--- src/rtl/core/rtd_code_to_fahrenheit_top_macros.svh ---
// ----------------------------------------------------------------------------
// rtd_code_to_fahrenheit_top_macros.svh
// assertion helpers for the rtd converter, expects clk and rst_n in scope
// ----------------------------------------------------------------------------
`ifndef RTD_CODE_TO_FAHRENHEIT_TOP_MACROS_SVH
`define RTD_CODE_TO_FAHRENHEIT_TOP_MACROS_SVH

// same-cycle implication
`define RTDF_ASSERT_NOW(lbl, ante, cons) \
  lbl: assert property (@(posedge clk) disable iff (!rst_n) (ante) |-> (cons)) \
    else $error("rtdf check failed");

// implication after a fixed number of cycles
`define RTDF_ASSERT_LATER(lbl, ante, dly, cons) \
  lbl: assert property (@(posedge clk) disable iff (!rst_n) (ante) |-> ##dly (cons)) \
    else $error("rtdf delayed check failed");

`endif

--- src/rtl/core/rtdf_pkg.sv ---
`timescale 1ns / 1ps
// ----------------------------------------------------------------------------
// rtdf_pkg
// shared types and constants of the rtd code to fahrenheit converter
// ----------------------------------------------------------------------------
package rtdf_pkg;

  localparam int TEMP_FRAC_BITS = 4;
  localparam int SCALE          = 2 ** TEMP_FRAC_BITS;

  // config register widths and indexes
  localparam int REF_W = 14;
  localparam int NOM_W = 12;
  localparam int CFG_IDX_W = 2;
  localparam logic [CFG_IDX_W-1:0] CFG_REF = 2'd0;
  localparam logic [CFG_IDX_W-1:0] CFG_NOM = 2'd1;
  localparam logic [CFG_IDX_W-1:0] CFG_EN  = 2'd2;

  // resistance ratio stage: xs = floor(floor(code * ref * 9765625 / 32) / r0)
  localparam int CODE_W   = 15;
  localparam int M_W      = CODE_W + REF_W;
  localparam int P_W      = M_W + 24;
  localparam int XS_W     = P_W - 5;
  localparam int XS_STEPS = XS_W;
  localparam logic [23:0] XS_MUL = 24'd9765625;

  // discriminant: d18 = (a^2 - 4b) * 1e18 - 231 * xs
  localparam int RAD_W      = 44;
  localparam int ROOT_W     = RAD_W / 2;
  localparam int SQRT_STEPS = ROOT_W;
  localparam int SREM_W     = ROOT_W + 2;
  localparam int DIFF_W     = 38;
  localparam logic [63:0] ONE_E10 = 64'd10000000000;
  localparam logic [63:0] DISC_K  = 64'd17584808890000;
  localparam logic [7:0]  FOUR_B  = 8'd231;

  // denominator and final rounded quotient
  localparam int DEN_W   = ROOT_W + 1;
  localparam logic [63:0] A_E9 = 64'd3908300;
  localparam int D_W     = 29;
  localparam int Q_STEPS = 14 + TEMP_FRAC_BITS;
  localparam int N_W     = D_W + Q_STEPS;
  localparam int NS_W    = N_W + 1;
  localparam int Q_OFFSET = 512 * SCALE;
  localparam int MUL_DIFF = 18 * SCALE;
  localparam int MUL_DEN  = 25 + 1600 * SCALE + 50 * Q_OFFSET;
  localparam int VAL_W   = Q_STEPS + 2;

  localparam int TEMP_W = 16;

  localparam int LATENCY = 3 + XS_STEPS + 1 + SQRT_STEPS + 2 + Q_STEPS + 1;

  typedef enum logic [2:0] {
    ST_OK         = 3'd0,
    ST_NOT_EN     = 3'd1,
    ST_DEV_FAULT  = 3'd2,
    ST_CODE_FAULT = 3'd3,
    ST_RANGE      = 3'd4
  } status_t;

  // side data riding along with each word
  typedef struct packed {
    logic       valid;
    logic       force_v;
    logic       force_hi;
    status_t    status;
    logic [7:0] fault_bits;
  } meta_t;

endpackage

--- src/rtl/core/rtdf_xs_cell.sv ---
`timescale 1ns / 1ps
// ----------------------------------------------------------------------------
// rtdf_xs_cell
// one restoring division step of the resistance ratio by the nominal ohms
// ----------------------------------------------------------------------------
module rtdf_xs_cell (
  input  logic                         clk,
  input  logic                         rst_n,
  input  logic [rtdf_pkg::NOM_W-1:0]   divisor_i,
  input  rtdf_pkg::meta_t              meta_i,
  input  logic [rtdf_pkg::NOM_W-1:0]   rem_i,
  input  logic [rtdf_pkg::XS_W-1:0]    nq_i,
  output rtdf_pkg::meta_t              meta_o,
  output logic [rtdf_pkg::NOM_W-1:0]   rem_o,
  output logic [rtdf_pkg::XS_W-1:0]    nq_o
);
  import rtdf_pkg::*;

  logic [NOM_W:0]   trial;
  logic [NOM_W:0]   sub;
  logic             ge;
  logic [NOM_W-1:0] rem_nxt;
  logic [XS_W-1:0]  nq_nxt;
  meta_t            meta_r;
  logic [NOM_W-1:0] rem_r;
  logic [XS_W-1:0]  nq_r;

  always_comb begin
    trial   = {rem_i, nq_i[XS_W-1]};
    sub     = trial - {1'b0, divisor_i};
    ge      = trial >= {1'b0, divisor_i};
    rem_nxt = ge ? sub[NOM_W-1:0] : trial[NOM_W-1:0];
    // numerator bits leave at the top, quotient bits enter at the bottom
    nq_nxt  = {nq_i[XS_W-2:0], ge};
  end

  always_ff @(posedge clk) begin
    if (!rst_n) begin
      meta_r.valid <= 1'b0;
    end else begin
      meta_r <= meta_i;
    end
  end

  always_ff @(posedge clk) begin
    rem_r <= rem_nxt;
    nq_r  <= nq_nxt;
  end

  assign meta_o = meta_r;
  assign rem_o  = rem_r;
  assign nq_o   = nq_r;

endmodule

--- config.mk ---
export PLATFORM = sky130hd
export DESIGN_NAME = rtdf_xs_cell
export DESIGN_NICKNAME = d
export VERILOG_FILES = /design/src/rtl/core/rtd_code_to_fahrenheit_top_macros.svh /design/src/rtl/core/rtdf_pkg.sv /design/src/rtl/core/rtdf_xs_cell.sv
export SDC_FILE = /design/constraint.sdc
export NUM_CORES = 1
export LEC_CHECK = 0
export ABC_AREA = 1
export BUFFER_PORTS_ARGS = -buffer_cell sky130_fd_sc_hd__buf_2
export CAP_MARGIN = 30
export CORE_MARGIN = 2
export CORE_UTILIZATION = 29
export CTS_CLUSTER_DIAMETER = 40
export CTS_CLUSTER_SIZE = 20
export DETAILED_ROUTE_END_ITERATION = 8
export PLACE_DENSITY_LB_ADDON = 0.25
export SLEW_MARGIN = 20
export SYNTH_ARGS = -nofsm -noshare
export SYNTH_HDL_FRONTEND = slang
export SYNTH_SLANG_ARGS = --single-unit
--- constraint.sdc ---
create_clock -name clk -period 2.2 [get_ports clk]
set_input_delay 0.44 -clock clk [delete_from_list [all_inputs] [get_ports clk]]
set_output_delay 0.44 -clock clk [all_outputs]
set_load 0.01 [all_outputs]
== Word level (Yosys, flattened, before mapping) ==
Index checks and enable logic that the tools add are counted.
W data, S select, Z words.

* Input bits: 88
* Word-level logic and storage cells: 10
* Bits in registers: 74
* Output and inout port bits: 74

* $add $sub $neg: 1
* Magnitude comparators: 1
* Mux-type cells: 1

{| class="wikitable"
|+ Operators with widths
! operator !! number
|-
| $ge A13 B12 Y1 || 1
|-
| $mux W12 || 1
|-
| $sub A12 B12 Y12 || 1
|}

== Depth between registers and ports, before layout ==
* Depth in word-level cells: 2
* Mapped depth: 11
* Depth with buffers taken out: 11

== Worst setup path before layout ==
OpenSTA, ideal clock, no wires.

* Kind: input-to-reg
* Start point: input divisor_i[8] (netlist bit)
* End point: register rem_r[6] (netlist: rem_o[6])
* Stages on the path: 11
* Path buffers: 1
* Arrival time: 1,668 ps
* Data required time: 2,087 ps
* Setup time: 113 ps
* Setup slack: 419 ps
* Path through: inv_1 -> ha_1 -> nand2_2 -> inv_1 -> nand2_1 -> nand2_2 -> a21oi_4 -> nand3_4 -> buf_12 -> nand2_2 -> nand2_1

* Longest elaborated chain between the ends: 2

{| class="wikitable"
|+ RTL lines
! item !! RTL line !! source
|-
| start: declaration || rtdf_xs_cell.sv:9 || <nowiki>input logic [rtdf_pkg::NOM_W-1:0] divisor_i,</nowiki>
|-
| $ge A13 B12 Y1 || rtdf_xs_cell.sv:31 || <nowiki>ge = trial >= {1'b0, divisor_i};</nowiki>
|-
| via ge || rtdf_xs_cell.sv:21 || <nowiki>logic ge;</nowiki>
|-
| $mux W12 || rtdf_xs_cell.sv:32 || <nowiki>rem_nxt = ge ? sub[NOM_W-1:0] : trial[NOM_W-1:0];</nowiki>
|-
| via rem_nxt[6] || rtdf_xs_cell.sv:22 || <nowiki>logic [NOM_W-1:0] rem_nxt;</nowiki>
|-
| end signal: assignment || rtdf_xs_cell.sv:46 || <nowiki>rem_r <= rem_nxt;</nowiki>
|-
| end: declaration || rtdf_xs_cell.sv:25 || <nowiki>logic [NOM_W-1:0] rem_r;</nowiki>
|}

The timed path passes the listed nets, and every way through them passes these cells.
A chain may end at the register's enable or synchronous reset.

== Worst setup path in the final report ==
* Start point: input divisor_i[8] (netlist bit)
* End point: register rem_r[4] (netlist: rem_o[4])

* Longest elaborated chain between the ends: 2

{| class="wikitable"
|+ RTL lines
! item !! RTL line
|-
| $ge A13 B12 Y1 || rtdf_xs_cell.sv:31
|-
| $mux W12 || rtdf_xs_cell.sv:32
|-
| via rem_nxt[4] || rtdf_xs_cell.sv:22
|}

The timed path passes the listed nets, and every way through them passes these cells.

==> impl_metrics.yaml <==
placement:
  placed_area_um2: 3570
  routabilityCongestion: 0.864
  place_hpwl_um: 5380
  post-place-ws_ns: 0.101
  io_buffers: 161
detailed_routing:
  wl_um: 6540
  wl_per_cell_um: 12.0
  firstDrtPassIters: 4
  ant_nets: 0
  drt_iter0_drc: 32
  via_per_inst: 4.15
  drc: 0
  vias: 2255
synthesis:
  synth_area_leader_cell: "dfxtp_1"
  synthFlopType: "dfxtp_1"
  synth_edf_count: 13
  netlist_area_um2: 2640
  synth_top_area_share_pct: 46.2
  ys_top_cells_by_count: "62 x nand2_1, 61 x dfxtp_1, 44 x inv_1"
  synth_area_leaders: "dfxtp_1 46%, edfxtp_1 15%, nand2_1 8.8%"
  synth_cells: 259
  synth_nets: 360
  ys_ff_latch: 74
  ys_seq_area_share_pct: 61.0
  synthArstFlopShare_pct: 0
  yosysUniqueCellTypes: 26
  synth_area_per_cell_um2: 10.2
  yosysMostFrequentCell: "nand2_1"
  yosys_warnings: 0
cells_and_area:
  layout-drive-gt1-share_pct: 46.1
  area_growth_syn_to_layout_pct: 43.1
  design_area_um2: 3780
  antenna_cells: 0
  layout.nets: 532
timing:
  setup_viol: 0
  maxSlewHeadroom_pct: 77.4
  slew_viol_final: 0
  worst-slew-pin-transition_ns: 0.337
  final.setup.tns_ns: 0
  worst_slack_ns: 0.465
  report.final.hold_viol_count: 0
  max_freq_mhz: 576
  finalCritPeriodShare_pct: 78.9
  rsz0062_at_grt: "no"
  fin_crit_ns: 1.74
  timing.hold.ws_ns: 0.192
floorplanning:
  fp.dieH_um: 99.4
  initial_core_util_pct: 30.1
  fp.coreArea_um2: 8760
  die_area_um2: 9890
  boundaryPins: 162
  num_rows: 34
  die_x_um: 99.4
clock_tree:
  cts_resized: 0
  clock_sink_count: 74
  cts_made_buffers: 9
  clkTransAtPathRegs_ns: 0.08
  htreeDepth: 3
  cts_root_buf: "clkbuf_8"
  holdBufCountCts: 0
  cts_tree: "built"
  cts_max_path_buffers: 2
  postCtsSetupBuffers: 0
outcome:
  status: "completed"
power:
  p_leak_nw: 2.04
  power_mw: 3.12
  powerDensity_nw_per_um2: 824
  ir_drop_uv: 252
worst_setup_path:
  cp-start-kind: "primary input"
  endpoint_kind: "flip-flop"
  arrival_ns: 1.96
  crit_fanout: 19
  path_class: "in2reg"
  cp.required_ns: 2.42
global_routing:
  grt_pass1_wl_um: 10200
  antenna_found_initial: 1
  grt.overflow.total: 0
  grt_max_degree: 20
  grt_usage_pct: 13.2
  first_global_vias: 2217
min_path:
  hold_path_class: "in2reg"
run:
  maxCapViolCount: 0
==> critical path, stage by stage <==
cell	delay, ns
buf_2	0.08
inv_1	0.03
ha_1	0.35
nand2_2	0.12
inv_1	0.04
nand2_1	0.07
nand2_2	0.08
a21oi_4	0.24
nand3_4	0.29
nand2_1	0.16
o21ai_2	0.06
==> kinds of logic after synthesis <==
group | count (synthesis) | synth area share (%)
AO/OA/AOI/OAI | 10 | 2.75
XOR/XNOR | 6 | 1.99
flip-flops | 74 | 61.0
adder cells (fa/ha/maj) | 13 | 6.44
AND/OR/NAND/NOR | 109 | 20.5
buffers and inverters | 47 | 7.30
==> per-stage QoR <==
step           util, %  cells
6_report          43.1    544
5_1_grt           43.1    544
4_1_cts           43.1    544
3_5_place_dp      40.7    528
3_3_place_gp      40.7    528
2_1_floorplan        -    259
==> report_power, final <==
group	leakage, nW	internal (mW)	switching (mW)	total [mW]
logic	1.30	0.224	0.295	0.519
registers	0.642	1.49	0.0232	1.51
clock network	0.103	0.567	0.518	1.08
==> sequential cells by signal, summed over array words and instances (netlist names) <==
name,count
rem_o,12
nq_o,48
meta_o,14
==> routing by layer <==
| metal | GRT usage, % | part of all wire [%] |
|---|---|---|
| met5 | 0 | 0.24 |
| met3 | 5.76 | 11 |
| met4 | 4.11 | 0.78 |
| met1 | 13.7 | 37 |
| met2 | 24.0 | 51 |
==> final timing paths <==
check,to,cells after the start,startpoint,slack (ns)
worst max-delay path,rem_o[4],11,divisor_i[8],0.46
worst min-delay path,nq_o[21],1,nq_i[20],0.19
==> area by class of cell <==
type | count | area, um2
timing repair buffer | 162 | 813
sequential | 74 | 1610
fill | 907 | 4980
clock inverter | 6 | 72.6
clock buffer | 10 | 138
inverter | 46 | 173
multi-input combinational | 138 | 837
tap | 108 | 135
==> cells in the final DEF, fill, tap and decap left out, types with 3 or more instances in the layout <==
| cell type | n |
|---|---|
| edfxtp_1 | 13 |
| ha_1 | 12 |
| dfxtp_1 | 61 |
| nand2_1 | 62 |
| clkbuf_8 | 10 |
| o21ai_2 | 3 |
| nand3_2 | 6 |
| a21oi_1 | 3 |
| nand3_1 | 9 |
| nand2_2 | 5 |
| xor2_1 | 5 |
| nor2_1 | 9 |
| o21ai_0 | 3 |
| nand4_1 | 9 |
| inv_1 | 44 |
| buf_2 | 161 |
Note: power is estimated with default switching activity, not from simulation.
