--- src/rtl/core/rtd_code_to_fahrenheit_top_macros.svh ---
// ----------------------------------------------------------------------------
// rtd_code_to_fahrenheit_top_macros.svh
// assertion helpers for the rtd converter, expects clk and rst_n in scope
// ----------------------------------------------------------------------------
`ifndef RTD_CODE_TO_FAHRENHEIT_TOP_MACROS_SVH
`define RTD_CODE_TO_FAHRENHEIT_TOP_MACROS_SVH

// same-cycle implication
`define RTDF_ASSERT_NOW(lbl, ante, cons) \
  lbl: assert property (@(posedge clk) disable iff (!rst_n) (ante) |-> (cons)) \
    else $error("rtdf check failed");

// implication after a fixed number of cycles
`define RTDF_ASSERT_LATER(lbl, ante, dly, cons) \
  lbl: assert property (@(posedge clk) disable iff (!rst_n) (ante) |-> ##dly (cons)) \
    else $error("rtdf delayed check failed");

`endif

--- src/rtl/core/rtdf_pkg.sv ---
`timescale 1ns / 1ps
// ----------------------------------------------------------------------------
// rtdf_pkg
// shared types and constants of the rtd code to fahrenheit converter
// ----------------------------------------------------------------------------
package rtdf_pkg;

  localparam int TEMP_FRAC_BITS = 4;
  localparam int SCALE          = 2 ** TEMP_FRAC_BITS;

  // config register widths and indexes
  localparam int REF_W = 14;
  localparam int NOM_W = 12;
  localparam int CFG_IDX_W = 2;
  localparam logic [CFG_IDX_W-1:0] CFG_REF = 2'd0;
  localparam logic [CFG_IDX_W-1:0] CFG_NOM = 2'd1;
  localparam logic [CFG_IDX_W-1:0] CFG_EN  = 2'd2;

  // resistance ratio stage: xs = floor(floor(code * ref * 9765625 / 32) / r0)
  localparam int CODE_W   = 15;
  localparam int M_W      = CODE_W + REF_W;
  localparam int P_W      = M_W + 24;
  localparam int XS_W     = P_W - 5;
  localparam int XS_STEPS = XS_W;
  localparam logic [23:0] XS_MUL = 24'd9765625;

  // discriminant: d18 = (a^2 - 4b) * 1e18 - 231 * xs
  localparam int RAD_W      = 44;
  localparam int ROOT_W     = RAD_W / 2;
  localparam int SQRT_STEPS = ROOT_W;
  localparam int SREM_W     = ROOT_W + 2;
  localparam int DIFF_W     = 38;
  localparam logic [63:0] ONE_E10 = 64'd10000000000;
  localparam logic [63:0] DISC_K  = 64'd17584808890000;
  localparam logic [7:0]  FOUR_B  = 8'd231;

  // denominator and final rounded quotient
  localparam int DEN_W   = ROOT_W + 1;
  localparam logic [63:0] A_E9 = 64'd3908300;
  localparam int D_W     = 29;
  localparam int Q_STEPS = 14 + TEMP_FRAC_BITS;
  localparam int N_W     = D_W + Q_STEPS;
  localparam int NS_W    = N_W + 1;
  localparam int Q_OFFSET = 512 * SCALE;
  localparam int MUL_DIFF = 18 * SCALE;
  localparam int MUL_DEN  = 25 + 1600 * SCALE + 50 * Q_OFFSET;
  localparam int VAL_W   = Q_STEPS + 2;

  localparam int TEMP_W = 16;

  localparam int LATENCY = 3 + XS_STEPS + 1 + SQRT_STEPS + 2 + Q_STEPS + 1;

  typedef enum logic [2:0] {
    ST_OK         = 3'd0,
    ST_NOT_EN     = 3'd1,
    ST_DEV_FAULT  = 3'd2,
    ST_CODE_FAULT = 3'd3,
    ST_RANGE      = 3'd4
  } status_t;

  // side data riding along with each word
  typedef struct packed {
    logic       valid;
    logic       force_v;
    logic       force_hi;
    status_t    status;
    logic [7:0] fault_bits;
  } meta_t;

endpackage

--- src/rtl/core/rtdf_sqrt_cell.sv ---
`timescale 1ns / 1ps
// ----------------------------------------------------------------------------
// rtdf_sqrt_cell
// one digit step of the restoring integer square root of the discriminant
// ----------------------------------------------------------------------------
module rtdf_sqrt_cell (
  input  logic                              clk,
  input  logic                              rst_n,
  input  rtdf_pkg::meta_t                   meta_i,
  input  logic [rtdf_pkg::RAD_W-1:0]        rad_i,
  input  logic [rtdf_pkg::SREM_W-1:0]       rem_i,
  input  logic [rtdf_pkg::ROOT_W-1:0]       root_i,
  input  logic signed [rtdf_pkg::DIFF_W-1:0] diff_i,
  output rtdf_pkg::meta_t                   meta_o,
  output logic [rtdf_pkg::RAD_W-1:0]        rad_o,
  output logic [rtdf_pkg::SREM_W-1:0]       rem_o,
  output logic [rtdf_pkg::ROOT_W-1:0]       root_o,
  output logic signed [rtdf_pkg::DIFF_W-1:0] diff_o
);
  import rtdf_pkg::*;

  logic [SREM_W+1:0]        cur;
  logic [SREM_W+1:0]        trial;
  logic [SREM_W+1:0]        sub;
  logic                     ge;
  logic [SREM_W-1:0]        rem_nxt;
  logic [ROOT_W-1:0]        root_nxt;
  logic [RAD_W-1:0]         rad_nxt;
  meta_t                    meta_r;
  logic [RAD_W-1:0]         rad_r;
  logic [SREM_W-1:0]        rem_r;
  logic [ROOT_W-1:0]        root_r;
  logic signed [DIFF_W-1:0] diff_r;

  always_comb begin
    cur      = {rem_i, rad_i[RAD_W-1 -: 2]};
    trial    = (SREM_W + 2)'({root_i, 2'b01});
    sub      = cur - trial;
    ge       = cur >= trial;
    rem_nxt  = ge ? sub[SREM_W-1:0] : cur[SREM_W-1:0];
    root_nxt = {root_i[ROOT_W-2:0], ge};
    rad_nxt  = {rad_i[RAD_W-3:0], 2'b00};
  end

  always_ff @(posedge clk) begin
    if (!rst_n) begin
      meta_r.valid <= 1'b0;
    end else begin
      meta_r <= meta_i;
    end
  end

  always_ff @(posedge clk) begin
    rad_r  <= rad_nxt;
    rem_r  <= rem_nxt;
    root_r <= root_nxt;
    diff_r <= diff_i;
  end

  assign meta_o = meta_r;
  assign rad_o  = rad_r;
  assign rem_o  = rem_r;
  assign root_o = root_r;
  assign diff_o = diff_r;

endmodule

--- config.mk ---
export PLATFORM = sky130hd
export DESIGN_NAME = rtdf_sqrt_cell
export DESIGN_NICKNAME = d
export VERILOG_FILES = /design/src/rtl/core/rtd_code_to_fahrenheit_top_macros.svh /design/src/rtl/core/rtdf_pkg.sv /design/src/rtl/core/rtdf_sqrt_cell.sv
export SDC_FILE = /design/constraint.sdc
export NUM_CORES = 1
export LEC_CHECK = 0
export BUFFER_PORTS_ARGS = -buffer_cell sky130_fd_sc_hd__buf_2
export CORE_MARGIN = 2
export CORE_UTILIZATION = 30
export CTS_CLUSTER_DIAMETER = 50
export DETAILED_ROUTE_END_ITERATION = 6
export PLACE_DENSITY = 0.62
export SLEW_MARGIN = 20
export SYNTH_ARGS = -nofsm -noshare
export SYNTH_HDL_FRONTEND = slang
export SYNTH_SLANG_ARGS = --single-unit
--- constraint.sdc ---
create_clock -name clk -period 5.7 [get_ports clk]
set_clock_uncertainty 0.2 [all_clocks]
set_input_delay 0.57 -clock clk [delete_from_list [all_inputs] [get_ports clk]]
set_output_delay 0.57 -clock clk [all_outputs]
set_load 0.01 [all_outputs]
---- Word level (Yosys, flattened, before mapping) ----
Cells that the tools add are included.
storage, ports and cells
  register bits after elaboration ......... 140
  latch bits .............................. 0
  bits in writable memories ............... 0
  memory bits (read-only) ................. 0
  input port bits ......................... 144
  output and inout bits ................... 142
  word-level logic and storage cells ...... 12
  memories ................................ 0
operators by class
  $add $sub $neg .......................... 1
  $mul .................................... 0
  div/mod/pow operators ................... 0
  order comparisons ....................... 1
  equality and inequality tests ........... 0
  shifts and indexed selects .............. 0
  mux-type cells .......................... 1
  bitwise gates (word level) .............. 0
  reduce and logical (&&, ||, !) cells .... 0
operators by type and width
  kind                                              count
  26-bit by 24-bit >= comparator with 1-bit output  1
  24-bit two-way mux                                1
  24-bit subtractor                                 1

---- Logic depth before layout (Yosys ltp) ----
  word-level depth ........................ 2
  depth in mapped cells ................... 12
  mapped depth without buffers ............ 9

---- Worst setup path before layout ----
No wires, ideal clock.
  path type ............................... input port to flip-flop
  start point ............................. input root_i[13] (netlist name)
  end point ............................... register rem_r[22], in the netlist rem_o[22]
  setup time .............................. 87 ps
  data arrival time ....................... 2,366 ps
  data required time ...................... 5,413 ps
  path slack .............................. 3,047 ps
  stages on the path ...................... 12
  path buffers ............................ 3
  path through ............................ inv_1 > ha_1 > buf_2 > a21o_1 > a21o_1 > a21o_1 > a221o_1 > a21oi_2 > buf_4 > buf_6 > nand2_1 > o31ai_1
between the ends
  cells in the longest elaborated chain, start to end .. 2
  elaborated cells between the ends (all ways) .. 3
  those cells by class .................... add/sub (1); order compare (1); mux (1)
RTL lines
  item                                                                                   line                                        source
  start, declared                                                                        rtdf_sqrt_cell.sv:12                        input logic [rtdf_pkg::ROOT_W-1:0] root_i,
  24-bit subtractor or 26-bit by 24-bit >= comparator with 1-bit output (tied branches)  rtdf_sqrt_cell.sv:38, rtdf_sqrt_cell.sv:39
  24-bit two-way mux *                                                                   rtdf_sqrt_cell.sv:40                        rem_nxt = ge ? sub[SREM_W-1:0] : cur[SREM_W-1:0];
  named net rem_nxt[22]                                                                  rtdf_sqrt_cell.sv:26                        logic [SREM_W-1:0] rem_nxt;
  end signal, assigned                                                                   rtdf_sqrt_cell.sv:55                        rem_r <= rem_nxt;
  end, declared                                                                          rtdf_sqrt_cell.sv:31                        logic [SREM_W-1:0] rem_r;
The timed path passes the listed nets; every way through them passes the cells marked *.
A chain may end at the register's enable or synchronous reset.

---- Worst setup path after layout ----
  start point ............................. input rem_i[7] (netlist name)
  end point ............................... register rem_r[1], in the netlist rem_o[1]
between the ends
  cells in the longest elaborated chain, start to end .. 2
RTL lines
  item                                              line                  source
  start, declared                                   rtdf_sqrt_cell.sv:11  input logic [rtdf_pkg::SREM_W-1:0] rem_i,
  26-bit by 24-bit >= comparator with 1-bit output  rtdf_sqrt_cell.sv:39  ge = cur >= trial;
  24-bit two-way mux                                rtdf_sqrt_cell.sv:40
  named net rem_nxt[1]                              rtdf_sqrt_cell.sv:26
The timed path passes the listed nets, and every way through them passes these cells.

==> results.yml <==
outcome:
  status: "completed"
finish:
  area_delta_synth_final_pct: 48.4
  final_common_cell: "buf_2"
  fillerInstances: 1454
  drive_above_1_share_pct: 45.6
  antenna_cells: 0
  fin_area_um2: 6760
  nets: 856
  final_cell_mix: "buf_2, dfxtp_1, nand2_1, inv_1, ha_1"
setup_path:
  crit_type: "primary input to flop"
  worst_setup_path_start_kind: "primary input"
  critPathMaxFanout: 26
  arrival_ps: 3080
  endpoint_kind: "flop"
  cp.required_ps: 5840
synth:
  seq_area_frac_synth_pct: 64.4
  synth_area_um2: 4550
  ys_top_cells_by_area: "dfxtp_1, edfxtp_1, ha_1, nand2_1, xnor2_1"
  yosysTopAreaCellShare_pct: 55.9
  synth_top_area_cell: "dfxtp_1"
  synth_ff_type: "dfxtp_1"
  synth.avg_cell_area_um2: 11.4
  ys_types: 45
  ys_async_sr_fraction_pct: 0
  synth_edf_count: 13
  yosys_warnings: 0
  synthCells: 398
  ys_ff_latch: 140
grt:
  grt_pass1_vias: 3585
  grt_pass1_wl_um: 18700
  antenna_found_initial: 0
  grt_usage_pct: 15.1
  overflow: 0
  grt_max_degree: 48
clock_tree:
  ctsHoldBuffers: 0
  cts_sinks: 140
  numCtsBuffers: 17
  cts_buffer_depth: 2
  clkTransAtPathRegs_ps: 60
  ctsRootBufferMaster: "clkbuf_16"
  cts_tree: "yes"
  cts_resized: 0
  postCtsSetupBuffers: 0
  htree_levels: 4
placed_design:
  dp_worst_setup_slack_ps: 2050
  hpwlAfterDp_um: 10000
  place_area_um2: 6120
  port_buffers: 283
  routabilityCongestion: 0.796
die:
  core_area_um2: 15000
  fp-row-count: 45
  die_w_um: 127
  start_util_pct: 30.3
  dieArea_um2: 16200
  die_h_um: 127
  io_pins: 286
route:
  route.antenna.remaining_nets: 0
  wl_um: 12400
  drc_errors: 0
  post_drt_wl_per_cell_um: 14.0
  vias: 3860
  viasPerCell: 4.34
  drt_iter0_drc: 119
  first_pass_iters: 4
power:
  p_int_uw: 1920
  power_leakage_uw: 0.00335
  p_seq_share_pct: 42.5
  p_comb_share_pct: 14.2
  peakVddDrop_v: 0.000181
  switching_power_uw: 656
  powerDensity_nw_per_um2: 382
  p_sw_share_pct: 25.4
  pwr-share-clk_pct: 43.3
min_path:
  hold_class: "primary input to flop"
  holdPathStages: 1
job:
  drv_cap: 0
sta:
  drv_slew: 0
  finalCritPeriodShare_pct: 51.7
  worst_slew_pin_slew_ps: 625
  tns_ps: 0
  max_slew_margin_pct: 57.8
  fin_ws_ps: 2750
  fin_crit_ps: 2950
  setup_viol: 0
  timing.fmax_ghz: 0.340
  hold_viol: 0
  rsz0062_at_grt: "no"
==> stage by stage <==
stage | instances | total power [uW] | util [%] | hold WS [ps]
6_report | 889 | 2580 | 44.9 | 57.2
5_1_grt | 889 | 2700 | 44.9 | 31.3
4_1_cts | 888 | 2620 | 44.8 | 35.9
3_5_place_dp | 856 | 1490 | 40.7 | 474
3_3_place_gp | 856 | 1480 | 40.7 | 472
2_1_floorplan | 399 | 1320 | - | 398
==> layout make-up <==
cell class / instances / area, um^2 / share of cell area [%]
Multi-Input combinational cell: 216 / 1430 / 21.2
Timing Repair Buffer: 284 / 1440 / 21.4
Tap cell: 188 / 235 / 3.48
Sequential cell: 140 / 2930 / 43.4
Clock buffer: 19 / 453 / 6.70
Inverter: 29 / 109 / 1.61
Clock inverter: 13 / 153 / 2.26
==> power groups by stage <==
| stage | logic [uW] | clock network [uW] | registers (uW) |
|---|---|---|---|
| floorplan | 148 | 0 | 1170 |
| global placement | 365 | 0 | 1120 |
| detailed placement | 368 | 0 | 1120 |
| CTS | 369 | 1150 | 1100 |
| global route | 403 | 1190 | 1100 |
| finish | 366 | 1120 | 1100 |
==> cells by family (layout without fill, tap and decap cells) <==
kind of cell / count (synthesis) / count (layout) / synth area share (%)
DFF: 140 / 140 / 64.4
buffers and inverters: 43 / 345 / 4.40
and+or+nand+nor: 77 / 77 / 7.78
AOI/OAI and AO/OA: 90 / 90 / 12.2
xor gates and xnor gates: 22 / 22 / 4.23
other: 1 / 2 / 0.0824
adders and majority gates: 24 / 24 / 6.60
muxes: 1 / 1 / 0.220
==> state kept, by name, summed over array words and instances, names as in the netlist <==
register  cells
diff_o       38
meta_o       14
rad_o        42
rem_o        24
root_o       22
==> synthesized netlist by cell type, types with 2 or more instances <==
master	count
nand3_1	6
nor2_1	10
a31o_2	2
o31ai_1	2
nor3_1	5
a41oi_1	2
buf_4	3
a31oi_1	2
ha_1	24
nand4_1	5
o21ai_0	13
buf_6	3
clkbuf_1	4
and2_1	4
o21ai_1	21
o21bai_1	3
xnor2_1	13
edfxtp_1	13
a21boi_0	2
a21oi_1	19
xor2_1	9
a211oi_1	4
dfxtp_1	127
a21o_1	10
nand2_1	38
buf_2	4
o211ai_1	3
nand2b_1	3
inv_1	28
==> per-layer routing <==
metal	vias up	track usage, %	share of wire, %
met5	-	0	0
met2	166	28.6	54
li1	1937	-	-
met4	0	5.37	1.3
met3	10	5.49	7.6
met1	1747	15.2	37
==> critical path, cell delays in order <==
cell	delay, ps
buf_2	110
ha_1	370
a21oi_1	160
o21ai_0	160
a2111oi_1	460
a21oi_1	240
a21oi_4	570
buf_16	240
mux2i_1	200
==> path summary, 6_finish.rpt <==
path	to	startpoint
setup / recovery	rem_o[1]	rem_i[7]
hold / removal	rad_o[29]	rad_i[27]
(Power assumes the default switching activity.)
