[config.mk]
export PLATFORM = sky130hd
export DESIGN_NAME = rtdf_quo_cell
export DESIGN_NICKNAME = d
export VERILOG_FILES = /design/src/rtl/core/rtd_code_to_fahrenheit_top_macros.svh /design/src/rtl/core/rtdf_pkg.sv /design/src/rtl/core/rtdf_quo_cell.sv
export SDC_FILE = /design/constraint.sdc
export NUM_CORES = 1
export LEC_CHECK = 0
export ABC_AREA = 1
export ABC_CLOCK_PERIOD_IN_PS = 3800
export BUFFER_PORTS_ARGS = -buffer_cell sky130_fd_sc_hd__buf_4
export CORE_ASPECT_RATIO = 1.4
export CORE_MARGIN = 2
export CORE_UTILIZATION = 45
export CTS_CLUSTER_SIZE = 25
export DETAILED_ROUTE_END_ITERATION = 8
export GPL_TIMING_DRIVEN = 0
export PLACE_DENSITY = 0.72
export SYNTH_ARGS = -nofsm -noshare
export SYNTH_HDL_FRONTEND = slang
export SYNTH_SLANG_ARGS = --single-unit
[constraint.sdc]
create_clock -name clk -period 3.8 [get_ports clk]
set_clock_uncertainty 0.15 [all_clocks]
set_input_delay 0.76 -clock clk [delete_from_list [all_inputs] [get_ports clk]]
set_output_delay 0.76 -clock clk [all_outputs]
set_load 0.01 [all_outputs]
[src/rtl/core/rtd_code_to_fahrenheit_top_macros.svh]
// ----------------------------------------------------------------------------
// rtd_code_to_fahrenheit_top_macros.svh
// assertion helpers for the rtd converter, expects clk and rst_n in scope
// ----------------------------------------------------------------------------
`ifndef RTD_CODE_TO_FAHRENHEIT_TOP_MACROS_SVH
`define RTD_CODE_TO_FAHRENHEIT_TOP_MACROS_SVH

// same-cycle implication
`define RTDF_ASSERT_NOW(lbl, ante, cons) \
  lbl: assert property (@(posedge clk) disable iff (!rst_n) (ante) |-> (cons)) \
    else $error("rtdf check failed");

// implication after a fixed number of cycles
`define RTDF_ASSERT_LATER(lbl, ante, dly, cons) \
  lbl: assert property (@(posedge clk) disable iff (!rst_n) (ante) |-> ##dly (cons)) \
    else $error("rtdf delayed check failed");

`endif

[src/rtl/core/rtdf_pkg.sv]
`timescale 1ns / 1ps
// ----------------------------------------------------------------------------
// rtdf_pkg
// shared types and constants of the rtd code to fahrenheit converter
// ----------------------------------------------------------------------------
package rtdf_pkg;

  localparam int TEMP_FRAC_BITS = 4;
  localparam int SCALE          = 2 ** TEMP_FRAC_BITS;

  // config register widths and indexes
  localparam int REF_W = 14;
  localparam int NOM_W = 12;
  localparam int CFG_IDX_W = 2;
  localparam logic [CFG_IDX_W-1:0] CFG_REF = 2'd0;
  localparam logic [CFG_IDX_W-1:0] CFG_NOM = 2'd1;
  localparam logic [CFG_IDX_W-1:0] CFG_EN  = 2'd2;

  // resistance ratio stage: xs = floor(floor(code * ref * 9765625 / 32) / r0)
  localparam int CODE_W   = 15;
  localparam int M_W      = CODE_W + REF_W;
  localparam int P_W      = M_W + 24;
  localparam int XS_W     = P_W - 5;
  localparam int XS_STEPS = XS_W;
  localparam logic [23:0] XS_MUL = 24'd9765625;

  // discriminant: d18 = (a^2 - 4b) * 1e18 - 231 * xs
  localparam int RAD_W      = 44;
  localparam int ROOT_W     = RAD_W / 2;
  localparam int SQRT_STEPS = ROOT_W;
  localparam int SREM_W     = ROOT_W + 2;
  localparam int DIFF_W     = 38;
  localparam logic [63:0] ONE_E10 = 64'd10000000000;
  localparam logic [63:0] DISC_K  = 64'd17584808890000;
  localparam logic [7:0]  FOUR_B  = 8'd231;

  // denominator and final rounded quotient
  localparam int DEN_W   = ROOT_W + 1;
  localparam logic [63:0] A_E9 = 64'd3908300;
  localparam int D_W     = 29;
  localparam int Q_STEPS = 14 + TEMP_FRAC_BITS;
  localparam int N_W     = D_W + Q_STEPS;
  localparam int NS_W    = N_W + 1;
  localparam int Q_OFFSET = 512 * SCALE;
  localparam int MUL_DIFF = 18 * SCALE;
  localparam int MUL_DEN  = 25 + 1600 * SCALE + 50 * Q_OFFSET;
  localparam int VAL_W   = Q_STEPS + 2;

  localparam int TEMP_W = 16;

  localparam int LATENCY = 3 + XS_STEPS + 1 + SQRT_STEPS + 2 + Q_STEPS + 1;

  typedef enum logic [2:0] {
    ST_OK         = 3'd0,
    ST_NOT_EN     = 3'd1,
    ST_DEV_FAULT  = 3'd2,
    ST_CODE_FAULT = 3'd3,
    ST_RANGE      = 3'd4
  } status_t;

  // side data riding along with each word
  typedef struct packed {
    logic       valid;
    logic       force_v;
    logic       force_hi;
    status_t    status;
    logic [7:0] fault_bits;
  } meta_t;

endpackage

[src/rtl/core/rtdf_quo_cell.sv]
`timescale 1ns / 1ps
// ----------------------------------------------------------------------------
// rtdf_quo_cell
// one restoring division step of the rounded fahrenheit quotient
// ----------------------------------------------------------------------------
module rtdf_quo_cell (
  input  logic                           clk,
  input  logic                           rst_n,
  input  rtdf_pkg::meta_t                meta_i,
  input  logic [rtdf_pkg::D_W-1:0]       d_i,
  input  logic [rtdf_pkg::D_W-1:0]       rem_i,
  input  logic [rtdf_pkg::Q_STEPS-1:0]   nq_i,
  output rtdf_pkg::meta_t                meta_o,
  output logic [rtdf_pkg::D_W-1:0]       d_o,
  output logic [rtdf_pkg::D_W-1:0]       rem_o,
  output logic [rtdf_pkg::Q_STEPS-1:0]   nq_o
);
  import rtdf_pkg::*;

  logic [D_W:0]       trial;
  logic [D_W:0]       sub;
  logic               ge;
  logic [D_W-1:0]     rem_nxt;
  logic [Q_STEPS-1:0] nq_nxt;
  meta_t              meta_r;
  logic [D_W-1:0]     d_r;
  logic [D_W-1:0]     rem_r;
  logic [Q_STEPS-1:0] nq_r;

  always_comb begin
    trial   = {rem_i, nq_i[Q_STEPS-1]};
    sub     = trial - {1'b0, d_i};
    ge      = trial >= {1'b0, d_i};
    rem_nxt = ge ? sub[D_W-1:0] : trial[D_W-1:0];
    nq_nxt  = {nq_i[Q_STEPS-2:0], ge};
  end

  always_ff @(posedge clk) begin
    if (!rst_n) begin
      meta_r.valid <= 1'b0;
    end else begin
      meta_r <= meta_i;
    end
  end

  always_ff @(posedge clk) begin
    d_r   <= d_i;
    rem_r <= rem_nxt;
    nq_r  <= nq_nxt;
  end

  assign meta_o = meta_r;
  assign d_o    = d_r;
  assign rem_o  = rem_r;
  assign nq_o   = nq_r;

endmodule

* After elaboration in Yosys (flattened, before gate mapping)
Index checks and enable logic that the tools add are counted.
** Storage, ports and cells
- Logic and storage cells :: 11
- Register bits :: 90
- Input bits :: 92
- Output and inout port bits :: 90
** Operators by class
- Add/sub/neg operators :: 1
- Mux-type cells :: 1
- Magnitude comparators :: 1
** Operators by type and width (number)
- 30-bit by 29-bit greater-or-equal comparator with 1-bit output :: 1
- 29-bit 2-to-1 mux :: 1
- 29-bit subtractor :: 1

* Longest topological paths before layout
Gate-level depths: netlist of the first run.
- Word-level depth :: 2
- Depth in mapped cells :: 15
- Mapped depth without buffers :: 14

* Least setup slack after synthesis of the first run
OpenSTA, ideal clock, no wires.
- Path type :: input-to-reg
- Start :: input port nq_i[17] in the netlist's numbering
- End :: register rem_r[25] (netlist: rem_o[25])
- Slack :: 1.406 ns
- Data arrival time :: 2.132 ns
- Required time :: 3.537 ns
- Buffers on the path :: 1
- Stages on the path :: 12
- Cells stage by stage :: inv_1 ha_1 fa_1 inv_1 nand2_1 nand3_2 nand3_2 nand3_2 nand2_4 buf_6 nand3_1 nand2_1
** On the way
- Longest elaborated chain between the ends :: 2
- Elaborated cells on any way between the ends :: 3
** RTL lines
- from (decl) :: line rtdf_quo_cell.sv:12 : input logic [rtdf_pkg::Q_STEPS-1:0] nq_i,
- 29-bit subtractor / 30-bit by 29-bit greater-or-equal comparator with 1-bit output (equally long branches) :: line rtdf_quo_cell.sv:32, rtdf_quo_cell.sv:33
- 29-bit 2-to-1 mux (*) :: line rtdf_quo_cell.sv:34 : rem_nxt = ge ? sub[D_W-1:0] : trial[D_W-1:0];
- net rem_nxt[25] :: line rtdf_quo_cell.sv:23 : logic [D_W-1:0] rem_nxt;
- to (signal assigned) :: line rtdf_quo_cell.sv:48 : rem_r <= rem_nxt;
- to (decl) :: line rtdf_quo_cell.sv:27 : logic [D_W-1:0] rem_r;
The timed path passes the listed nets; every way through them passes the cells marked *.
A chain may end at the register's enable or synchronous reset.

* Final worst setup path of the first run
- Start :: input port d_i[27] in the netlist's numbering
- End :: register rem_r[14] (netlist: rem_o[14])
** On the way
- Longest elaborated chain between the ends :: 2
** RTL lines
- from (decl) :: line rtdf_quo_cell.sv:10 : input logic [rtdf_pkg::D_W-1:0] d_i,
- 30-bit by 29-bit greater-or-equal comparator with 1-bit output :: line rtdf_quo_cell.sv:33 : ge = trial >= {1'b0, d_i};
- 29-bit 2-to-1 mux :: line rtdf_quo_cell.sv:34
- net rem_nxt[14] :: line rtdf_quo_cell.sv:23
The timed path passes the listed nets, and every way through them passes these cells.

==> flow_summary.ini, run 1 <==
[floorplanning]
die_x_um = 92.4
rows = 45
die_area_sq_mm = 0.0118
initial_core_util_pct = 45.8
dieHeight_um = 128
fp.coreArea_sq_mm = 0.0108
pin_count = 182

[cts]
cts.sinks = 90
cts-resized-gates = 0
post_cts.repair.setup_buffers = 0
cts_tree = done
cts_made_buffers = 9
holdBufCountCts = 0
clk_pin_slew_ns = 0.07
root_buffer = clkbuf_16
clk_path_buf_depth = 2
cts-htree-levels = 3

[final_layout]
final_cells = 1019
layout_common_cells = 243 x nand2_1, 183 x buf_4, 134 x inv_1
final_common_cell = nand2_1
synthToLayoutAreaGrowth_pct = 37.5
drive_above_1_share_pct = 29.3
final_util_pct = 63.0
finalNetCount = 995
antenna_cells = 0

[route]
avgRoutedWirePerCell_um = 13.7
first_pass_iters = 4
viasPerCell = 4.64
ant_nets = 0
wl_um = 13900
initialDrtViolationCount = 204
vias = 4731
drc = 0

[placement]
io_buffers = 181
routabilityCongestion = 0.889
placedCellCount = 1003
pre_cts_slack_ns = 0.820
post-dp-hpwl_um = 11800

[logic_synthesis]
yosysTopAreaCell = dfxtp_1
synth-edff-count = 13
synthTopCellsByArea = dfxtp_1 31%, nand2_1 19%, inv_1 10%, edfxtp_1 7.9%, ha_1 7.4%
ys_warn_count = 0
netlist_area_sq_mm = 0.00493
synth.avg_cell_area_sq_um = 7.24
synth_top_area_share_pct = 31.3
netlist_instances = 681
synthFlopType = dfxtp_1
syn_nets = 803
ys_seq_area_share_pct = 39.2
async_flop_share_pct = 0
ys_ff_latch = 90
synth.distinct_cells = 34

[run_status]
status = complete, no violations

[worst_hold_path]
hp-class = in -> reg

[timing]
tightest_slew_ns = 0.701
fmax_ghz = 0.380
rsz0062_at_grt = false
min_period_over_period_pct = 69.2
report.final.slew_viol_count = 0
setup_violations = 0
min_period_ns = 2.63
setup-tns-final_ns = 0
worst_slack_ns = 1.17
relSlewSlack_pct = 52.7
finalHoldViolations = 0

[global_route]
grt-ovfl-total = 0
grt_pass1_wl_um = 21700
antenna_found_initial = 0
grt_max_degree = 19
gr-usage-all-layers_pct = 23.4
grt_pass1_vias = 4623

[flow_run]
max-cap-violations = 0

[pwr]
leakage_uw = 0.00386
power_density_mw_per_mm2 = 408
irDropWorstVdd_v = 0.000252
power_uw = 2770

[critical_path]
end_kind = register
worstPathMaxFanout = 10
worst-setup-path-type = in -> reg
worstPathArrival_ns = 2.76
required_ns = 3.93
worstSetupStartpointType = primary input
==> through the flow <==
step	instance area (sq um)	hold WS, ns
2_1_floorplan	4930	0.638
3_3_place_gp	6460	0.714
3_5_place_dp	6460	0.716
4_1_cts	6780	0.357
5_1_grt	6780	0.350
6_report	6780	0.365
==> flip-flops by register name, summed over array words and instances (netlist names) <==
name / cells
meta_o: 14
nq_o: 18
rem_o: 29
d_o: 29
==> logic make-up (layout without fill, tap and decap cells) <==
logic type	count (synthesis)	count (layout)	share of synthesized area, %
buffers and inverters	149	346	12.5
adder cells (fa/ha/maj)	30	30	7.77
XOR/XNOR	12	12	2.13
AND/OR/NAND/NOR	378	378	35.5
flip-flops	90	90	39.2
AO/OA/AOI/OAI	22	22	2.84
==> worst paths after layout <==
path | startpoint | endpoint | cells after the start
setup / recovery | d_i[27] | rem_o[14]$_DFF_P_ | 11
hold / removal | nq_i[13] | nq_o[14]$_DFF_P_ | 1
==> power by group <==
part	leakage [uW]	internal, uW	switching (uW)
registers	0.000777	1070	27.3
logic	0.00293	341	414
clock network	0.000155	503	416
==> layer usage <==
| metal | routed length [um] | GRT usage, % |
|---|---|---|
| met1 | 5200 | 24.1 |
| met2 | 7430 | 45.7 |
| met3 | 888 | 4.59 |
| met4 | 412 | 9.22 |
| met5 | 0 | 0 |
==> cell usage after synthesis, types with 2 or more instances <==
master / instances
clkinv_1: 2
o21ai_0: 2
nand3b_1: 7
nand3_1: 49
buf_4: 2
nor3_2: 2
inv_1: 134
nor2_2: 4
dfxtp_1: 77
a21oi_1: 15
o21ai_2: 2
ha_1: 29
edfxtp_1: 13
nor2_1: 28
buf_6: 3
nand2_1: 243
nor2_4: 5
xor2_1: 11
nand2_2: 11
nand4_1: 6
nand3_2: 18
inv_2: 6
==> worst max-delay path: stages <==
cell	delay, ns
buf_4	0.08
inv_1	0.03
ha_1	0.35
nand2_1	0.09
nand2_1	0.08
a21oi_1	0.32
nand2_1	0.20
a31oi_4	0.41
buf_4	0.26
nand3_1	0.08
nand2_1	0.08
==> area by class of cell <==
type | count | area, sq um
clock inverter | 6 | 65.1
multi-input combinational | 442 | 2380
timing repair buffer | 181 | 1360
inverter | 142 | 533
fill | 993 | 3980
tap | 141 | 176
sequential | 90 | 1930
buffer | 7 | 83.8
clock buffer | 10 | 250
Note: power is estimated with default switching activity, not from simulation.
==> inputs of run 2 (changes only) <==
ABC_CLOCK_PERIOD_IN_PS = 2400   (was 3800)
PLACE_DENSITY = 0.75   (was 0.72)
clock period = 2.4 ns   (was 3.8 ns; I/O delays follow)
==> flow_summary.ini, run 2 (same netlist as run 1, synthesis figures left out) <==
[timing]
setup_violations = 0
relSlewSlack_pct = 63.2
tightest_slew_ns = 0.547
min_period_over_period_pct = 94.7
whs_ns = 0.0838
worst_slack_ns = 0.127
report.final.slew_viol_count = 0
setup-tns-final_ns = 0
fmax_ghz = 0.440
rsz0062_at_grt = false
finalHoldViolations = 0
min_period_ns = 2.27

[final_layout]
synthToLayoutAreaGrowth_pct = 36.8
finalNetCount = 995
final_common_cell = nand2_1
final_cells = 1019
drive_above_1_share_pct = 29.2
fillers = 1011
register_area_sq_mm = 0.00193
layout_common_cells = 243 x nand2_1, 183 x buf_4, 134 x inv_1
multiInputGateArea_sq_mm = 0.00238
antenna_cells = 0

[global_route]
gr-usage-all-layers_pct = 22.5
grt_pass1_wl_um = 20700
grt_pass1_vias = 4493
antenna_found_initial = 0
grt-ovfl-total = 0
grt_max_degree = 18

[route]
route.met2.wl_um = 6940
first_pass_iters = 5
drt-met1-wl_um = 4930
routed.top_layer = met4
viasPerCell = 4.56
initialDrtViolationCount = 197
drc = 0
ant_nets = 0
vias = 4644
wl_met3_um = 847
wl_um = 13000
avgRoutedWirePerCell_um = 12.8

[flow_run]
max-cap-violations = 0

[cts]
clk_pin_slew_ns = 0.07
cts.sinks = 90
holdBufCountCts = 0
root_buffer = clkbuf_16
cts-htree-levels = 3
post_cts.repair.setup_buffers = 0
cts_made_buffers = 9
cts-resized-gates = 0
cts_tree = done
clk_path_buf_depth = 2

[pwr]
leakage_uw = 0.00384
irDropWorstVdd_v = 0.000376
power_density_mw_per_mm2 = 630
power_uw = 4250

[run_status]
status = complete, no violations

[placement]
post-dp-hpwl_um = 10900
pre_cts_slack_ns = -0.193
placedCellCount = 1003
routabilityCongestion = 0.956
io_buffers = 181

[floorplanning]
initial_core_util_pct = 45.8
dieHeight_um = 128
pin_count = 182
fp.coreArea_sq_mm = 0.0108
die_x_um = 92.4
rows = 45
die_area_sq_mm = 0.0118

[critical_path]
slowest_stage = a31oi_4
cp_common_cell = nand2_1
end_kind = register
required_ns = 2.53
worstSetupStartpointType = primary input
worstPathMaxFanout = 10
path_cells = buf_4, inv_1, ha_1, nand2_1, nand2_1, a21oi_1, nand2_1, a31oi_4, buf_4, nand3_1, nand2_1
slowest_delay_ns = 0.40
worst-setup-path-type = in -> reg
worstPathArrival_ns = 2.41

[worst_hold_path]
hp-class = in -> reg
holdPathEnd = nq_o[11]$_DFF_P_
min_path_cells = 1
hp-start = nq_i[10]
[run 2: changes by cell type in the layout (fill, tap and decap cells not counted)]
| cell | before | now |
|---|---|---|
| clkinv_8 | 1 | 0 |
| clkinvlp_4 | 0 | 1 |
| inv_6 | 1 | 2 |
| inv_4 | 0 | 1 |
| clkbuf_16 | 10 | 9 |
| clkbuf_1 | 0 | 1 |
| inv_8 | 2 | 0 |
[run 2: power breakdown]
group          internal, uW  switching (uW)  leakage (uW)
logic                   539             649       0.00293
clock network           714             619      0.000134
registers              1690            39.9      0.000777
total                  2940            1310       0.00384
[run 2: critical path, delay by kind of cell]
kind                       cells  cell delay, ns
AOI/OAI and AO/OA              2            0.67
adders and majority gates      1            0.33
buffers and inverters          3            0.36
and+or+nand+nor                5            0.54
[run 2: final cells by class]
cell class | count | share of cell area (%)
Inverter | 142 | 7.91
Buffer | 7 | 1.24
Multi-Input combinational cell | 442 | 35.3
Timing Repair Buffer | 181 | 20.2
Sequential cell | 90 | 28.7
Clock inverter | 6 | 0.724
Tap cell | 141 | 2.62
Clock buffer | 10 | 3.40
[run 2: per-layer routing]
metal,vias to the layer above,global-route usage (%)
met5,-,0
met4,0,9.04
met3,20,4.23
met2,152,43.9
met1,2013,23.0
li1,2459,-
[run 2: per-stage QoR]
stage,cell area (sq um),utilization (%)
finish,6740,62.7
floorplan,4930,-
CTS,6740,62.7
detailed placement,6460,60.1
global placement,6460,60.1
global route,6740,62.7
[run 2: worst max path at each step]
stage	from	end	slack, ns	depth (start not counted)
final	d_i[27]	rem_o[10]$_DFF_P_	0.13	11
after floorplan	nq_i[17]	rem_o[25]$_DFF_P_	0.29	12
after detailed placement	d_i[27]	rem_o[10]$_DFF_P_	-0.19	11
after global placement	d_i[27]	rem_o[7]$_DFF_P_	-0.22	11
after global routing	d_i[27]	rem_o[10]$_DFF_P_	0.06	11
after CTS	d_i[27]	rem_o[10]$_DFF_P_	0.16	11
==> inputs of run 3 (changes only) <==
CELL_PAD_IN_SITES_DETAIL_PLACEMENT = 0   (was default)
CELL_PAD_IN_SITES_GLOBAL_PLACEMENT = 1   (was default)
CORE_ASPECT_RATIO = 0.8   (was 1.4)
CORE_UTILIZATION = 31   (was 45)
PLACE_DENSITY = 0.74   (was 0.75)
==> flow_summary.ini, run 3 (same netlist as run 1, synthesis figures left out) <==
[floorplanning]
fp.coreArea_sq_mm = 0.0156
die_x_um = 145
rows = 41
pin_count = 182
die_area_sq_mm = 0.0169
dieHeight_um = 117
initial_core_util_pct = 31.5

[final_layout]
finalNetCount = 997
final_cells = 1095
fillers = 1646
antenna_cells = 0
drive_above_1_share_pct = 29.4
final_common_cell = nand2_1
layout_common_cells = 243 x nand2_1, 185 x buf_4, 134 x inv_1
synthToLayoutAreaGrowth_pct = 39.5
final_util_pct = 43.9

[global_route]
grt_pass1_vias = 4402
met3_usage_pct = 4.69
antenna_found_initial = 0
grtUsageMet2_pct = 25.5
grt-ovfl-total = 0
grt-busiest-layer = met2
met1_usage_pct = 23.6
gr-usage-all-layers_pct = 16.8
grt_pass1_wl_um = 22300
grt_max_degree = 20

[pwr]
power_density_mw_per_mm2 = 631
leakage_uw = 0.00386
p_clk_share_pct = 32.4
irDropWorstVdd_v = 0.000380
swShare_pct = 31.5
power.internal_uw = 2970
share_comb_of_total_power_pct = 27.8
p_sw_uw = 1370
power_frac_seq_pct = 39.8
power_uw = 4340

[critical_path]
required_ns = 2.50
worstPathMaxFanout = 4
worstSetupStartpointType = primary input
end_kind = register
worstPathArrival_ns = 2.30
worst-setup-path-type = in -> reg

[timing]
report.final.slew_viol_count = 0
tightest_slew_ns = 0.580
finalHoldViolations = 0
fmax_ghz = 0.455
relSlewSlack_pct = 60.9
whs_ns = 0.0744
min_period_ns = 2.20
setup-tns-final_ns = 0
rsz0062_at_grt = false
setup_violations = 0
min_period_over_period_pct = 91.6

[placement]
io_buffers = 181
post-dp-hpwl_um = 11700
placedCellCount = 1077
routabilityCongestion = 0.874

[route]
vias = 4553
drc = 0
avgRoutedWirePerCell_um = 12.8
initialDrtViolationCount = 234
viasPerCell = 4.16
ant_nets = 0
first_pass_iters = 4
wl_um = 14000

[worst_hold_path]
hp-class = in -> reg
min_path_cells = 1
hp-start = nq_i[7]
holdPathEnd = nq_o[8]$_DFF_P_

[cts]
clk_path_buf_depth = 2
cts-resized-gates = 0
clk_pin_slew_ns = 0.07
root_buffer = clkbuf_16
cts.sinks = 90
cts_tree = done
cts_made_buffers = 9
cts-htree-levels = 3

[run_status]
status = complete, no violations

[flow_run]
max-cap-violations = 0
## run 3: cell types whose count changed in the layout (fill, tap and decap cells not counted), sizes merged
| cell | delta |
|---|---|
| clkinv | +2 |
| clkinvlp | -1 |
| clkbuf | -1 |
| buf | +2 |
## run 3: per-layer routing
metal | part of all wire, % | vias to the layer above
met1 | 51 | 1958
met3 | 7.4 | 7
li1 | - | 2453
met5 | 0 | -
met2 | 41 | 135
met4 | 0.76 | 0
## run 3: how the worst max path moves through the flow
stage | from | to | slack (ns)
after floorplan | nq_i[17] | rem_o[25]$_DFF_P_ | 0.29
after global placement | d_i[2] | rem_o[27]$_DFF_P_ | -0.25
after detailed placement | d_i[2] | rem_o[27]$_DFF_P_ | -0.19
after CTS | d_i[2] | rem_o[27]$_DFF_P_ | 0.18
after global routing | nq_i[17] | rem_o[28]$_DFF_P_ | 0.04
final | d_i[2] | rem_o[27]$_DFF_P_ | 0.20
## run 3: cell type report
| type | instances | area, sq um | area share [%] |
|---|---|---|---|
| Multi-Input combinational cell | 442 | 2380 | 34.6 |
| Sequential cell | 90 | 1930 | 28.1 |
| Tap cell | 215 | 269 | 3.91 |
| Buffer | 7 | 83.8 | 1.22 |
| Clock inverter | 7 | 78.8 | 1.15 |
| Inverter | 142 | 533 | 7.75 |
| Timing Repair Buffer | 183 | 1370 | 20.0 |
| Clock buffer | 9 | 225 | 3.28 |
## run 3: what timing repair did
item / in CTS / in global routing
endpoints found under the setup margin: 0 / 1
hold buffers: 0 / 0
setup buffers: 0 / 2
## run 3: power groups by stage
| stage | logic, uW | clock network, uW | registers (uW) |
|---|---|---|---|
| 2_1_floorplan | 585 | 0 | 1850 |
| 3_3_place_gp | 1210 | 0 | 1760 |
| 3_5_place_dp | 1210 | 0 | 1760 |
| 4_1_cts | 1220 | 1470 | 1730 |
| 5_1_grt | 1350 | 1520 | 1740 |
| 6_report | 1210 | 1400 | 1730 |
## run 3: worst max-delay path, stage by stage
cell      delay [ns]
buf_4           0.08
inv_1           0.04
ha_1            0.35
nand2_1         0.09
o21ai_0         0.48
nand2_1         0.12
nand3b_1        0.24
nand2_1         0.17
nand2_1         0.10
nand2_1         0.06
nand3_2         0.06
nand2_1         0.05
## run 3: stage by stage
step	area (sq um)	worst slack, ns
6_report	6880	0.202
3_5_place_dp	6560	-0.191
2_1_floorplan	4930	0.286
3_3_place_gp	6560	-0.251
5_1_grt	6880	0.0385
4_1_cts	6860	0.183
